<file path="config.mk">
export PLATFORM = sky130hd
export DESIGN_NAME = six_lane_serial_link_master
export DESIGN_NICKNAME = d
export VERILOG_FILES = /design/src/hw/rtl/slsm_pkg.sv /design/src/hw/rtl/slsm_lane.sv /design/src/hw/rtl/slsm_merge.sv /design/src/hw/rtl/slsm_outq.sv /design/src/hw/rtl/six_lane_serial_link_master.sv
export SDC_FILE = /design/constraint.sdc
export NUM_CORES = 1
export LEC_CHECK = 0
export BUFFER_PORTS_ARGS = -buffer_cell sky130_fd_sc_hd__buf_2
export CORE_ASPECT_RATIO = 0.75
export CORE_MARGIN = 2
export CORE_UTILIZATION = 40
export CTS_CLUSTER_DIAMETER = 120
export DETAILED_ROUTE_END_ITERATION = 7
export PLACE_DENSITY = 0.56
export SLEW_MARGIN = 25
export SYNTH_ARGS = -nofsm -noshare
export SYNTH_HDL_FRONTEND = slang
export SYNTH_SLANG_ARGS = --single-unit
</file>
<file path="constraint.sdc">
create_clock -name clk -period 19.77 [get_ports clk]
set_clock_uncertainty 0.05 [all_clocks]
set_input_delay 1.977 -clock clk [delete_from_list [all_inputs] [get_ports clk]]
set_output_delay 1.977 -clock clk [all_outputs]
set_load 0.05 [all_outputs]
</file>
<file path="src/hw/rtl/slsm_pkg.sv">
package slsm_pkg;

	localparam int LINE_MAX = 6;
	localparam int IDX_W    = 3;
	localparam int WORD_W   = 32;
	localparam int POS_W    = 5;
	localparam int CNT_W    = 8;
	localparam int SYNC_W   = 3;
	localparam int IN_W     = 8;
	localparam int OUT_W    = 48;
	localparam int CFG_IDX_W  = 2;
	localparam int CFG_DATA_W = 32;

	localparam logic [CFG_IDX_W-1:0] REG_TX_WORD     = 2'd0;
	localparam logic [CFG_IDX_W-1:0] REG_TX_HEADER   = 2'd1;
	localparam logic [CFG_IDX_W-1:0] REG_SYNC_TICKS  = 2'd2;
	localparam logic [CFG_IDX_W-1:0] REG_ERROR_LIMIT = 2'd3;

	localparam logic [WORD_W-1:0] TX_WORD_RST     = 32'h7AE5_6F55;
	localparam logic [SYNC_W-1:0] SYNC_TICKS_RST  = 3'd6;
	localparam logic [CNT_W-1:0]  ERROR_LIMIT_RST = 8'd5;
	localparam logic [CNT_W-1:0]  CNT_SAT         = 8'hFF;

	localparam logic KIND_DRIVE  = 1'b0;
	localparam logic KIND_REPORT = 1'b1;

	typedef logic [WORD_W-1:0] word_t;

	// One tick's worth of output, as handed from the link logic to the output queue.
	typedef struct packed {
		logic                kind;
		logic                clk_lvl;
		logic                dat_lvl;
		logic                resync;
		logic [CNT_W-1:0]    err;
		logic [LINE_MAX-1:0] bad;
		logic [LINE_MAX-1:0] hdr;
	} desc_t;

	typedef struct packed {
		logic [CNT_W-1:0] count;
		logic             over;
	} merge_t;

endpackage

</file>
<file path="src/hw/rtl/slsm_lane.sv">
module slsm_lane (
	input  logic                      clk,
	input  logic                      wr_en,
	input  logic [slsm_pkg::POS_W-1:0] pos,
	input  logic                      bit_in,
	output slsm_pkg::word_t           word,
	output logic                      parity
);
	import slsm_pkg::*;

	word_t word_q;
	logic  parity_q;

	// The first payload bit starts a fresh word and a fresh parity.
	always_ff @(posedge clk) begin
		if (wr_en) begin
			if (pos == '0) begin
				word_q   <= WORD_W'(bit_in);
				parity_q <= bit_in;
			end else begin
				word_q[pos] <= bit_in;
				parity_q    <= parity_q ^ bit_in;
			end
		end
	end

	assign word   = word_q;
	assign parity = parity_q;

endmodule

</file>
<file path="src/hw/rtl/slsm_merge.sv">
module slsm_merge #(
	parameter int LINE_COUNT = 6
) (
	input  logic [LINE_COUNT-1:0]      bad,
	input  logic [slsm_pkg::CNT_W-1:0] count_q,
	input  logic [slsm_pkg::CNT_W-1:0] limit,
	output slsm_pkg::merge_t           result
);
	import slsm_pkg::*;

	logic [IDX_W-1:0] ones;
	logic [CNT_W:0]   sum;
	logic [CNT_W-1:0] sat;

	always_comb begin
		ones = '0;
		for (int i = 0; i < LINE_COUNT; i++) begin
			ones = ones + IDX_W'(bad[i]);
		end
		sum = {1'b0, count_q} + (CNT_W+1)'(ones);
		if (bad == '0) begin
			sat = '0;
		end else if (sum[CNT_W]) begin
			sat = CNT_SAT;
		end else begin
			sat = sum[CNT_W-1:0];
		end
		result.over  = (sat > limit);
		result.count = result.over ? '0 : sat;
	end

endmodule

</file>
<file path="src/hw/rtl/slsm_outq.sv">
module slsm_outq #(
	parameter int LINE_COUNT = 6
) (
	input  logic                         clk,
	input  logic                         arst_n,
	input  logic                         push,
	input  slsm_pkg::desc_t              desc,
	input  slsm_pkg::word_t              words [LINE_COUNT],
	output logic                         ready,
	output logic                         m_tvalid,
	input  logic                         m_tready,
	output logic [slsm_pkg::OUT_W-1:0]   m_tdata,
	output logic                         m_tuser,
	output logic                         m_tlast
);
	import slsm_pkg::*;

	desc_t            head_q, tail_q;
	logic             head_v_q, tail_v_q;
	logic [IDX_W-1:0] lane_q;
	word_t            words_ext [2**IDX_W];
	logic             last_o, pop, step;
	word_t            o_word;
	logic             o_hdr, o_bad;
	logic [IDX_W-1:0] o_idx;

	always_comb begin
		for (int i = 0; i < 2**IDX_W; i++) begin
			words_ext[i] = '0;
		end
		for (int i = 0; i < LINE_COUNT; i++) begin
			words_ext[i] = words[i];
		end
	end

	assign last_o = (head_q.kind == KIND_DRIVE) || (lane_q == IDX_W'(LINE_COUNT - 1));
	assign pop    = head_v_q && m_tready && last_o;
	assign step   = head_v_q && m_tready && !last_o;
	assign ready  = !tail_v_q;

	always_ff @(posedge clk or negedge arst_n) begin
		if (!arst_n) begin
			head_v_q <= 1'b0;
			tail_v_q <= 1'b0;
			lane_q   <= '0;
		end else begin
			if (pop) begin
				lane_q <= '0;
				if (tail_v_q) begin
					tail_v_q <= 1'b0;
				end else if (!push) begin
					head_v_q <= 1'b0;
				end
			end else begin
				if (step) begin
					lane_q <= lane_q + 1'b1;
				end
				if (push) begin
					if (!head_v_q) begin
						head_v_q <= 1'b1;
					end else begin
						tail_v_q <= 1'b1;
					end
				end
			end
		end
	end

	always_ff @(posedge clk) begin
		if (pop) begin
			if (tail_v_q) begin
				head_q <= tail_q;
			end else if (push) begin
				head_q <= desc;
			end
		end else if (push) begin
			if (!head_v_q) begin
				head_q <= desc;
			end else begin
				tail_q <= desc;
			end
		end
	end

	always_comb begin
		if (head_q.kind == KIND_REPORT) begin
			o_idx  = lane_q;
			o_word = words_ext[lane_q];
			o_hdr  = head_q.hdr[lane_q];
			o_bad  = head_q.bad[lane_q];
		end else begin
			o_idx  = '0;
			o_word = '0;
			o_hdr  = 1'b0;
			o_bad  = 1'b0;
		end
	end

	assign m_tvalid = head_v_q;
	assign m_tuser  = head_q.kind;
	assign m_tlast  = last_o;
	assign m_tdata  = {head_q.err, head_q.resync, o_bad, o_hdr, o_word, o_idx,
		head_q.dat_lvl, head_q.clk_lvl};

endmodule

</file>
<file path="src/hw/rtl/six_lane_serial_link_master.sv">
// Master of a six-line serial link. Every request on the slave side is one link
// tick: s_tdata carries the six line levels sampled during the tick just driven.
// Each tick the block advances the frame (resync echo, align, two low ticks,
// header, payload, parity) and answers with the clock and data levels to drive
// on the next tick. A tick that samples the parity bit answers with one report
// request per line (line index, word, header, parity-bad flag, error count);
// any other tick answers with a single drive request. tlast marks the final
// request caused by a tick and tuser says which kind it is.
// The answer to a tick is registered in the output queue, whose head entry
// drives the master side. Throughput: one tick per cycle while the output is
// not stalled; a report tick holds the output while the head entry steps
// through the lanes one request at a time.
// A two-entry output queue lets one further tick be taken while a result waits.
// When the receiver stalls, the queue fills and s_tready drops; no request is
// lost. Reset puts the link into the resync echo phase with the clock high,
// clears the error count and loads the register reset values.
// Registers are written through cfg_we / cfg_index / cfg_data while the link
// is idle; the user must keep to this, as the block does not enforce it. A
// write takes effect from the next driven bit.
module six_lane_serial_link_master #(
	parameter int LINE_COUNT = 6,
	parameter int FRAME_BITS = 32
) (
	input  logic                              clk,
	input  logic                              arst_n,
	input  logic                              s_tvalid,
	output logic                              s_tready,
	// [5:0] lines_in, [7:6] zero
	input  logic [slsm_pkg::IN_W-1:0]         s_tdata,
	output logic                              m_tvalid,
	input  logic                              m_tready,
	// [0] clock_out, [1] data_out, [4:2] line_index, [36:5] line_word,
	// [37] line_header, [38] line_bad, [39] resyncing, [47:40] error_count
	output logic [slsm_pkg::OUT_W-1:0]        m_tdata,
	// [0] kind
	output logic                              m_tuser,
	output logic                              m_tlast,
	input  logic                              cfg_we,
	input  logic [slsm_pkg::CFG_IDX_W-1:0]    cfg_index,
	input  logic [slsm_pkg::CFG_DATA_W-1:0]   cfg_data
);
	import slsm_pkg::*;

	typedef enum logic [6:0] {
		PH_ECHO   = 7'b0000001,
		PH_ALIGN  = 7'b0000010,
		PH_LOW1   = 7'b0000100,
		PH_LOW2   = 7'b0001000,
		PH_HEADER = 7'b0010000,
		PH_DATA   = 7'b0100000,
		PH_PARITY = 7'b1000000
	} phase_t;

	localparam logic [POS_W-1:0] POS_LAST = POS_W'(FRAME_BITS - 1);

	// Configuration registers.
	word_t             tx_word_q;
	logic              tx_header_q;
	logic [SYNC_W-1:0] sync_ticks_q;
	logic [CNT_W-1:0]  error_limit_q;

	// Link state.
	phase_t             ph_q, ph_n;
	logic               clk_lvl_q;
	logic [SYNC_W-1:0]  run_q, run_n, run_inc;
	logic [POS_W-1:0]   pos_q, pos_n;
	logic [LINE_COUNT-1:0] hdr_q, hdr_n;
	logic               txpar_q, txpar_n;
	logic [CNT_W-1:0]   cnt_q, cnt_n;

	logic [LINE_COUNT-1:0] lines, lane_par, bad;
	logic               accept, new_clk, match, report, lane_wr, dat;
	word_t              lane_words [LINE_COUNT];
	merge_t             mrg;
	desc_t              desc;
	logic               q_ready;

	assign lines   = s_tdata[LINE_COUNT-1:0];
	assign s_tready = q_ready;
	assign accept  = s_tvalid && q_ready;
	assign new_clk = !clk_lvl_q;
	assign match   = (lines == (clk_lvl_q ? {LINE_COUNT{1'b1}} : '0));
	assign run_inc = (run_q == {SYNC_W{1'b1}}) ? run_q : run_q + 1'b1;

	// One receive lane per input line: stores its payload bit at the current position and keeps its parity.
	for (genvar g = 0; g < LINE_COUNT; g++) begin : g_lane
		slsm_lane u_lane (
			.clk    (clk),
			.wr_en  (accept && lane_wr),
			.pos    (pos_q),
			.bit_in (lines[g]),
			.word   (lane_words[g]),
			.parity (lane_par[g])
		);
	end

	assign bad = lines ^ lane_par;

	// Merges the per-lane parity verdicts into the running error count, clearing it on a clean frame or past the limit.
	slsm_merge #(
		.LINE_COUNT (LINE_COUNT)
	) u_merge (
		.bad     (bad),
		.count_q (cnt_q),
		.limit   (error_limit_q),
		.result  (mrg)
	);

	always_comb begin
		ph_n    = ph_q;
		run_n   = run_q;
		pos_n   = pos_q;
		hdr_n   = hdr_q;
		cnt_n   = cnt_q;
		report  = 1'b0;
		lane_wr = 1'b0;
		case (ph_q)
			PH_ECHO: begin
				if (match) begin
					if (run_inc >= sync_ticks_q) begin
						run_n = '0;
						ph_n  = new_clk ? PH_ALIGN : PH_LOW1;
					end else begin
						run_n = run_inc;
					end
				end else begin
					run_n = '0;
				end
			end
			PH_ALIGN: begin
				ph_n = PH_LOW1;
			end
			PH_LOW1: begin
				ph_n = (lines != '0) ? PH_ECHO : PH_LOW2;
			end
			PH_LOW2: begin
				ph_n = (lines != '0) ? PH_ECHO : PH_HEADER;
			end
			PH_HEADER: begin
				hdr_n = lines;
				pos_n = '0;
				ph_n  = PH_DATA;
			end
			PH_DATA: begin
				lane_wr = 1'b1;
				if (pos_q >= POS_LAST) begin
					pos_n = '0;
					ph_n  = PH_PARITY;
				end else begin
					pos_n = pos_q + 1'b1;
				end
			end
			PH_PARITY: begin
				report = 1'b1;
				cnt_n  = mrg.count;
				if (mrg.over) begin
					run_n = '0;
					ph_n  = PH_ECHO;
				end else begin
					ph_n = PH_HEADER;
				end
			end
			default: begin
				ph_n  = PH_ECHO;
				run_n = '0;
			end
		endcase

		// Data level for the next tick follows the phase just entered.
		txpar_n = txpar_q;
		case (ph_n)
			PH_LOW1, PH_LOW2: begin
				dat = 1'b0;
			end
			PH_HEADER: begin
				dat = tx_header_q;
			end
			PH_DATA: begin
				dat     = tx_word_q[pos_n];
				txpar_n = txpar_q ^ dat;
			end
			PH_PARITY: begin
				dat     = txpar_q;
				txpar_n = 1'b0;
			end
			default: begin
				dat = 1'b1;
			end
		endcase

		desc.kind    = report ? KIND_REPORT : KIND_DRIVE;
		desc.clk_lvl = new_clk;
		desc.dat_lvl = dat;
		desc.resync  = (ph_n inside {PH_ECHO, PH_ALIGN, PH_LOW1, PH_LOW2});
		desc.err     = cnt_n;
		desc.bad     = LINE_MAX'(bad);
		desc.hdr     = LINE_MAX'(hdr_q);
	end

	always_ff @(posedge clk or negedge arst_n) begin
		if (!arst_n) begin
			tx_word_q     <= TX_WORD_RST;
			tx_header_q   <= 1'b0;
			sync_ticks_q  <= SYNC_TICKS_RST;
			error_limit_q <= ERROR_LIMIT_RST;
		end else if (cfg_we) begin
			case (cfg_index)
				REG_TX_WORD:     tx_word_q     <= cfg_data;
				REG_TX_HEADER:   tx_header_q   <= cfg_data[0];
				REG_SYNC_TICKS:  sync_ticks_q  <= cfg_data[SYNC_W-1:0];
				REG_ERROR_LIMIT: error_limit_q <= cfg_data[CNT_W-1:0];
				default: ;
			endcase
		end
	end

	always_ff @(posedge clk or negedge arst_n) begin
		if (!arst_n) begin
			ph_q      <= PH_ECHO;
			clk_lvl_q <= 1'b1;
			run_q     <= '0;
			pos_q     <= '0;
			hdr_q     <= '0;
			txpar_q   <= 1'b0;
			cnt_q     <= '0;
		end else if (accept) begin
			ph_q      <= ph_n;
			clk_lvl_q <= new_clk;
			run_q     <= run_n;
			pos_q     <= pos_n;
			hdr_q     <= hdr_n;
			txpar_q   <= txpar_n;
			cnt_q     <= cnt_n;
		end
	end

	// Output queue; it also steps a report through the lanes one request at a time.
	slsm_outq #(
		.LINE_COUNT (LINE_COUNT)
	) u_outq (
		.clk      (clk),
		.arst_n   (arst_n),
		.push     (accept),
		.desc     (desc),
		.words    (lane_words),
		.ready    (q_ready),
		.m_tvalid (m_tvalid),
		.m_tready (m_tready),
		.m_tdata  (m_tdata),
		.m_tuser  (m_tuser),
		.m_tlast  (m_tlast)
	);

	// Input back-pressure only ever comes from results waiting on the output.
	a_ready_needs_pending: assert property (@(posedge clk) disable iff (!arst_n)
		!s_tready |-> m_tvalid)
		else $error("input stalled with no result pending");

	// A drive result is always the only result of its tick.
	a_drive_is_last: assert property (@(posedge clk) disable iff (!arst_n)
		(m_tvalid && m_tuser == KIND_DRIVE) |-> m_tlast)
		else $error("drive result not marked last");

	// A report that is taken part-way continues with further reports.
	a_report_continues: assert property (@(posedge clk) disable iff (!arst_n)
		(m_tvalid && m_tready && m_tuser == KIND_REPORT && !m_tlast)
		|=> (m_tvalid && m_tuser == KIND_REPORT))
		else $error("line report group broken");

	// The error count never moves while the link is between frames in resync.
	a_count_zero_in_resync: assert property (@(posedge clk) disable iff (!arst_n)
		(accept && ph_q == PH_ECHO) |=> (cnt_q == $past(cnt_q)))
		else $error("error count changed during resync");

endmodule

</file>
==> run_results.csv <==
group,metric,value,unit
power_and_ir_drop,total_power,0.00223,W
placed_design,portBuffers,96,
setup_path,reg2reg_to,"u_outq.m_tdata[1]",
placed_design,hpwl,25300,um
clock_network,root_buffer,"clkbuf_16",
min_path,hold_class,"register to register",
timing,setup_viol,0,
placed_design,place_ws,10.97,ns
power_and_ir_drop,vdd_drop_max,0.0000635,V
clock_network,cts_setup_buffers,0,
setup_path,critPathLaunchType,"input port",
power_and_ir_drop,leakage,7.90,nW
setup_path,worstReg2RegStart,"g_lane[1].u_lane.parity",
placed_design,globalplace.congestion,0.837,
yosys,yosys.cell_types.count,59,
cells_and_area,antenna_cells,0,
timing,hold_violations,0,
timing,fmax,121,MHz
power_and_ir_drop,power.density,113,mW/mm2
cells_and_area,nFillCells,4050,
global_routing,grt_usage,18.7,%
yosys,ys.flop_type,"edfxtp_1",
route,antenna_left,0,
clock_network,cts_tree,"yes",
setup_path,cp_max_fo,37,
yosys,synth_edf_count,246,
clock_network,path_clk_slew,0.06,ns
floorplanning,rows,66,
route,wire_per_inst,19.5,um
setup_path,cp.required,20.00,ns
route,drtIter0Drc,825,
timing,setup_tns,0,ns
timing,slew_violations,0,
global_routing,grt_overflow,0,
floorplanning,core_area,0.0434,mm2
timing,rsz0062_at_grt,"false",
floorplanning,die_area,0.0457,mm2
timing,fin_crit_sh,42.0,%
yosys,synth.avg_cell_area,11.5,um2
yosys,syn_nets,1598,
min_path,min-delay-start,"hdr_q[5]",
route,route.detailed.drc,0,
floorplanning,die_y,186,um
cells_and_area,synthToLayoutAreaGrowth,12.1,%
route,drt-total-wl,42300,um
cells_and_area,final_nets,1640,
cells_and_area,multiInputGateArea,0.00742,mm2
yosys,synth_warnings,0,
yosys,netlist_instances,1523,
floorplanning,dieWidth,246,um
timing,fin_crit,8.30,ns
route,routed-via-count,11600,
yosys,async_flop_share,24.5,%
cells_and_area,drive_gt1_share,19.1,%
setup_path,rrSetupSlack,13.06,ns
setup_path,path_class,"input port to register",
setup_path,reg2regPathDepth,23,
clock_network,cts_hold_buf,0,
flow_run,cap_violations,0,
yosys,ys_ff_latch,326,
yosys,syn_area,0.0176,mm2
setup_path,cp-end-kind,"register",
cells_and_area,seqCellArea,0.00943,mm2
global_routing,first_global_vias,11300,
timing,timing.final.ws_setup,11.47,ns
setup_path,worstPathArrival,8.52,ns
timing,maxSlewHeadroom,28.3,%
clock_network,clk_path_buf_depth,3,
route,firstDrtPassIters,6,
global_routing,grt_pass1_wl,66700,um
global_routing,antenna_found_initial,3,
status,outcome,"completed",
floorplanning,initial_core_util,40.6,%
min_path,min_to,"u_outq.tail_q[5]",
clock_network,cts_made_buffers,37,
global_routing,grt_max_degree,193,
route,routed_via_density,5.34,
yosys,yosysSeqAreaShare,53.6,%
clock_network,cts.sinks,326,
clock_network,cts_max_level,2,
floorplanning,ios,99,
min_path,whs_path_depth,0,
timing,worstMarginPinSlew,1.07,ns
clock_network,clk_latency,0.53,ns
clock_network,ctsResizeCount,0,
==> area by class of cell <==
cell class,count,share of cell area (%)
Clock buffer,57,5.44
Inverter,77,1.47
Clock inverter,10,0.362
Timing Repair Buffer,123,3.64
Tap cell,578,3.67
Multi-Input combinational cell,1000,37.6
Sequential cell,326,47.8
==> cells in the final DEF (no fill, tap or decap), drive strengths merged, types with 6 or more instances in the layout <==
cell type  instances
nand2b            14
nand4              6
o21ai             31
o31ai              6
mux4              36
edfxtp           246
inv               78
ha                24
mux2i            220
buf              123
clkinv             8
a21oi             50
nor2b              9
and2              49
nand2             96
o22ai             38
dfrtp             54
and3               9
dfstp             26
xnor2             13
nand3             30
nor3              16
nor2             227
clkbuf            57
mux2              51
==> worst max-delay path, stage by stage <==
cell       delay (ns)
buf_2            0.07
buf_4            0.47
xnor2_1          0.25
inv_1            0.10
ha_1             0.28
inv_1            0.05
fa_1             0.48
fa_1             0.44
fa_1             0.50
fa_1             0.45
nor2b_1          0.14
o21a_1           0.20
nand2_1          0.11
or2_2            0.36
a21oi_1          0.28
ha_1             0.20
a21oi_1          0.06
o22ai_1          0.14
o21bai_1         0.08
a22o_1           0.28
and2_1           0.29
o21bai_1         0.28
a2111oi_0        0.40
o21ai_1          0.27
mux2_2           0.33
==> layer usage <==
layer	up-vias	part of all wire (%)	wire, um	track usage, %
li1	5535	-	-	-
met1	5740	49	20900	28.1
met2	270	45	18900	28.5
met3	58	4.4	1880	2.62
met4	0	1.6	679	4.32
met5	-	0	0	0
==> synth_stat cells, types with 4 or more instances <==
cell type / n / share of area (%)
nand2_1: 96 / 2.0
nor2_1: 226 / 4.8
nand4_1: 6 / 0.21
or2_2: 4 / 0.14
nor4_1: 4 / 0.14
a221oi_1: 4 / 0.20
and3_1: 9 / 0.32
nand4b_1: 4 / 0.20
dfstp_2: 26 / 3.9
buf_2: 6 / 0.17
mux2_2: 51 / 3.3
a21oi_1: 50 / 1.4
buf_4: 17 / 0.73
xor2_1: 5 / 0.25
xnor2_1: 13 / 0.65
fa_1: 4 / 0.46
inv_1: 76 / 1.6
clkbuf_1: 89 / 1.9
buf_1: 8 / 0.17
dfrtp_1: 54 / 7.7
nand2b_1: 14 / 0.50
o22ai_1: 38 / 1.4
o31ai_1: 6 / 0.26
o21ai_0: 28 / 0.80
a22oi_1: 5 / 0.21
o21bai_1: 4 / 0.17
nor3_1: 15 / 0.43
a31oi_1: 5 / 0.18
nand3_1: 29 / 0.83
nor2b_1: 9 / 0.32
edfxtp_1: 246 / 42
and2_1: 49 / 1.7
ha_1: 24 / 1.7
mux2i_1: 220 / 13
a21o_1: 5 / 0.21
mux4_2: 36 / 4.6
==> worst max path at each step <==
| stage | from | end | slack (ns) | cells past startpoint |
|---|---|---|---|---|
| 6_report | s_tdata[1] | u_outq.m_tdata[1] | 11.47 | 25 |
| 2_1_floorplan | s_tvalid | g_lane[0].u_lane.parity | 3.30 | 3 |
| 4_1_cts | s_tdata[1] | u_outq.m_tdata[1] | 11.54 | 25 |
| 3_5_place_dp | s_tdata[1] | u_outq.m_tdata[1] | 10.97 | 25 |
| 5_1_grt | s_tdata[0] | u_outq.m_tdata[1] | 11.06 | 25 |
| 3_3_place_gp | s_tdata[1] | u_outq.m_tdata[1] | 11.06 | 26 |
==> registers in the layout, indices dropped and copies added (netlist names), 3 cells and up <==
signal,cells
cnt_q,8
g_lane.u_lane.parity,6
g_lane.u_lane.word,192
u_outq.lane_q,3
sync_ticks_q,3
ph_q,7
u_outq.m_tdata,11
hdr_q,6
run_q,3
u_outq.head_q,12
tx_word_q,32
u_outq.tail_q,24
error_limit_q,8
pos_q,5
==> logic make-up (layout without fill, tap and decap cells) <==
logic type	after synthesis	in the layout	synth area share, %
fa+ha+maj	28	28	2.16
xor+xnor	18	18	0.896
flops	326	326	53.6
compound gates	166	166	5.79
buf+inv	197	267	4.61
mux	307	307	20.4
simple gates	481	481	12.6
==> power breakdown <==
part / internal, W / leakage, nW / switching, W
Sequential: 0.000834 / 3.20 / 0.0000489
Clock: 0.000386 / 0.556 / 0.000274
Combinational: 0.000231 / 4.15 / 0.000453
==> stage by stage <==
step | std cells | util [%] | hold slack (ns) | area [um2]
finish | 2171 | 45.5 | 0.420 | 19700
CTS | 2170 | 45.4 | 0.419 | 19700
floorplan | 1523 | - | 0.391 | 17600
detailed placement | 2103 | 42.7 | 0.404 | 18500
global route | 2171 | 45.5 | 0.435 | 19700
global placement | 2103 | 42.7 | 0.399 | 18500
Power figures use the tool's default switching activity.
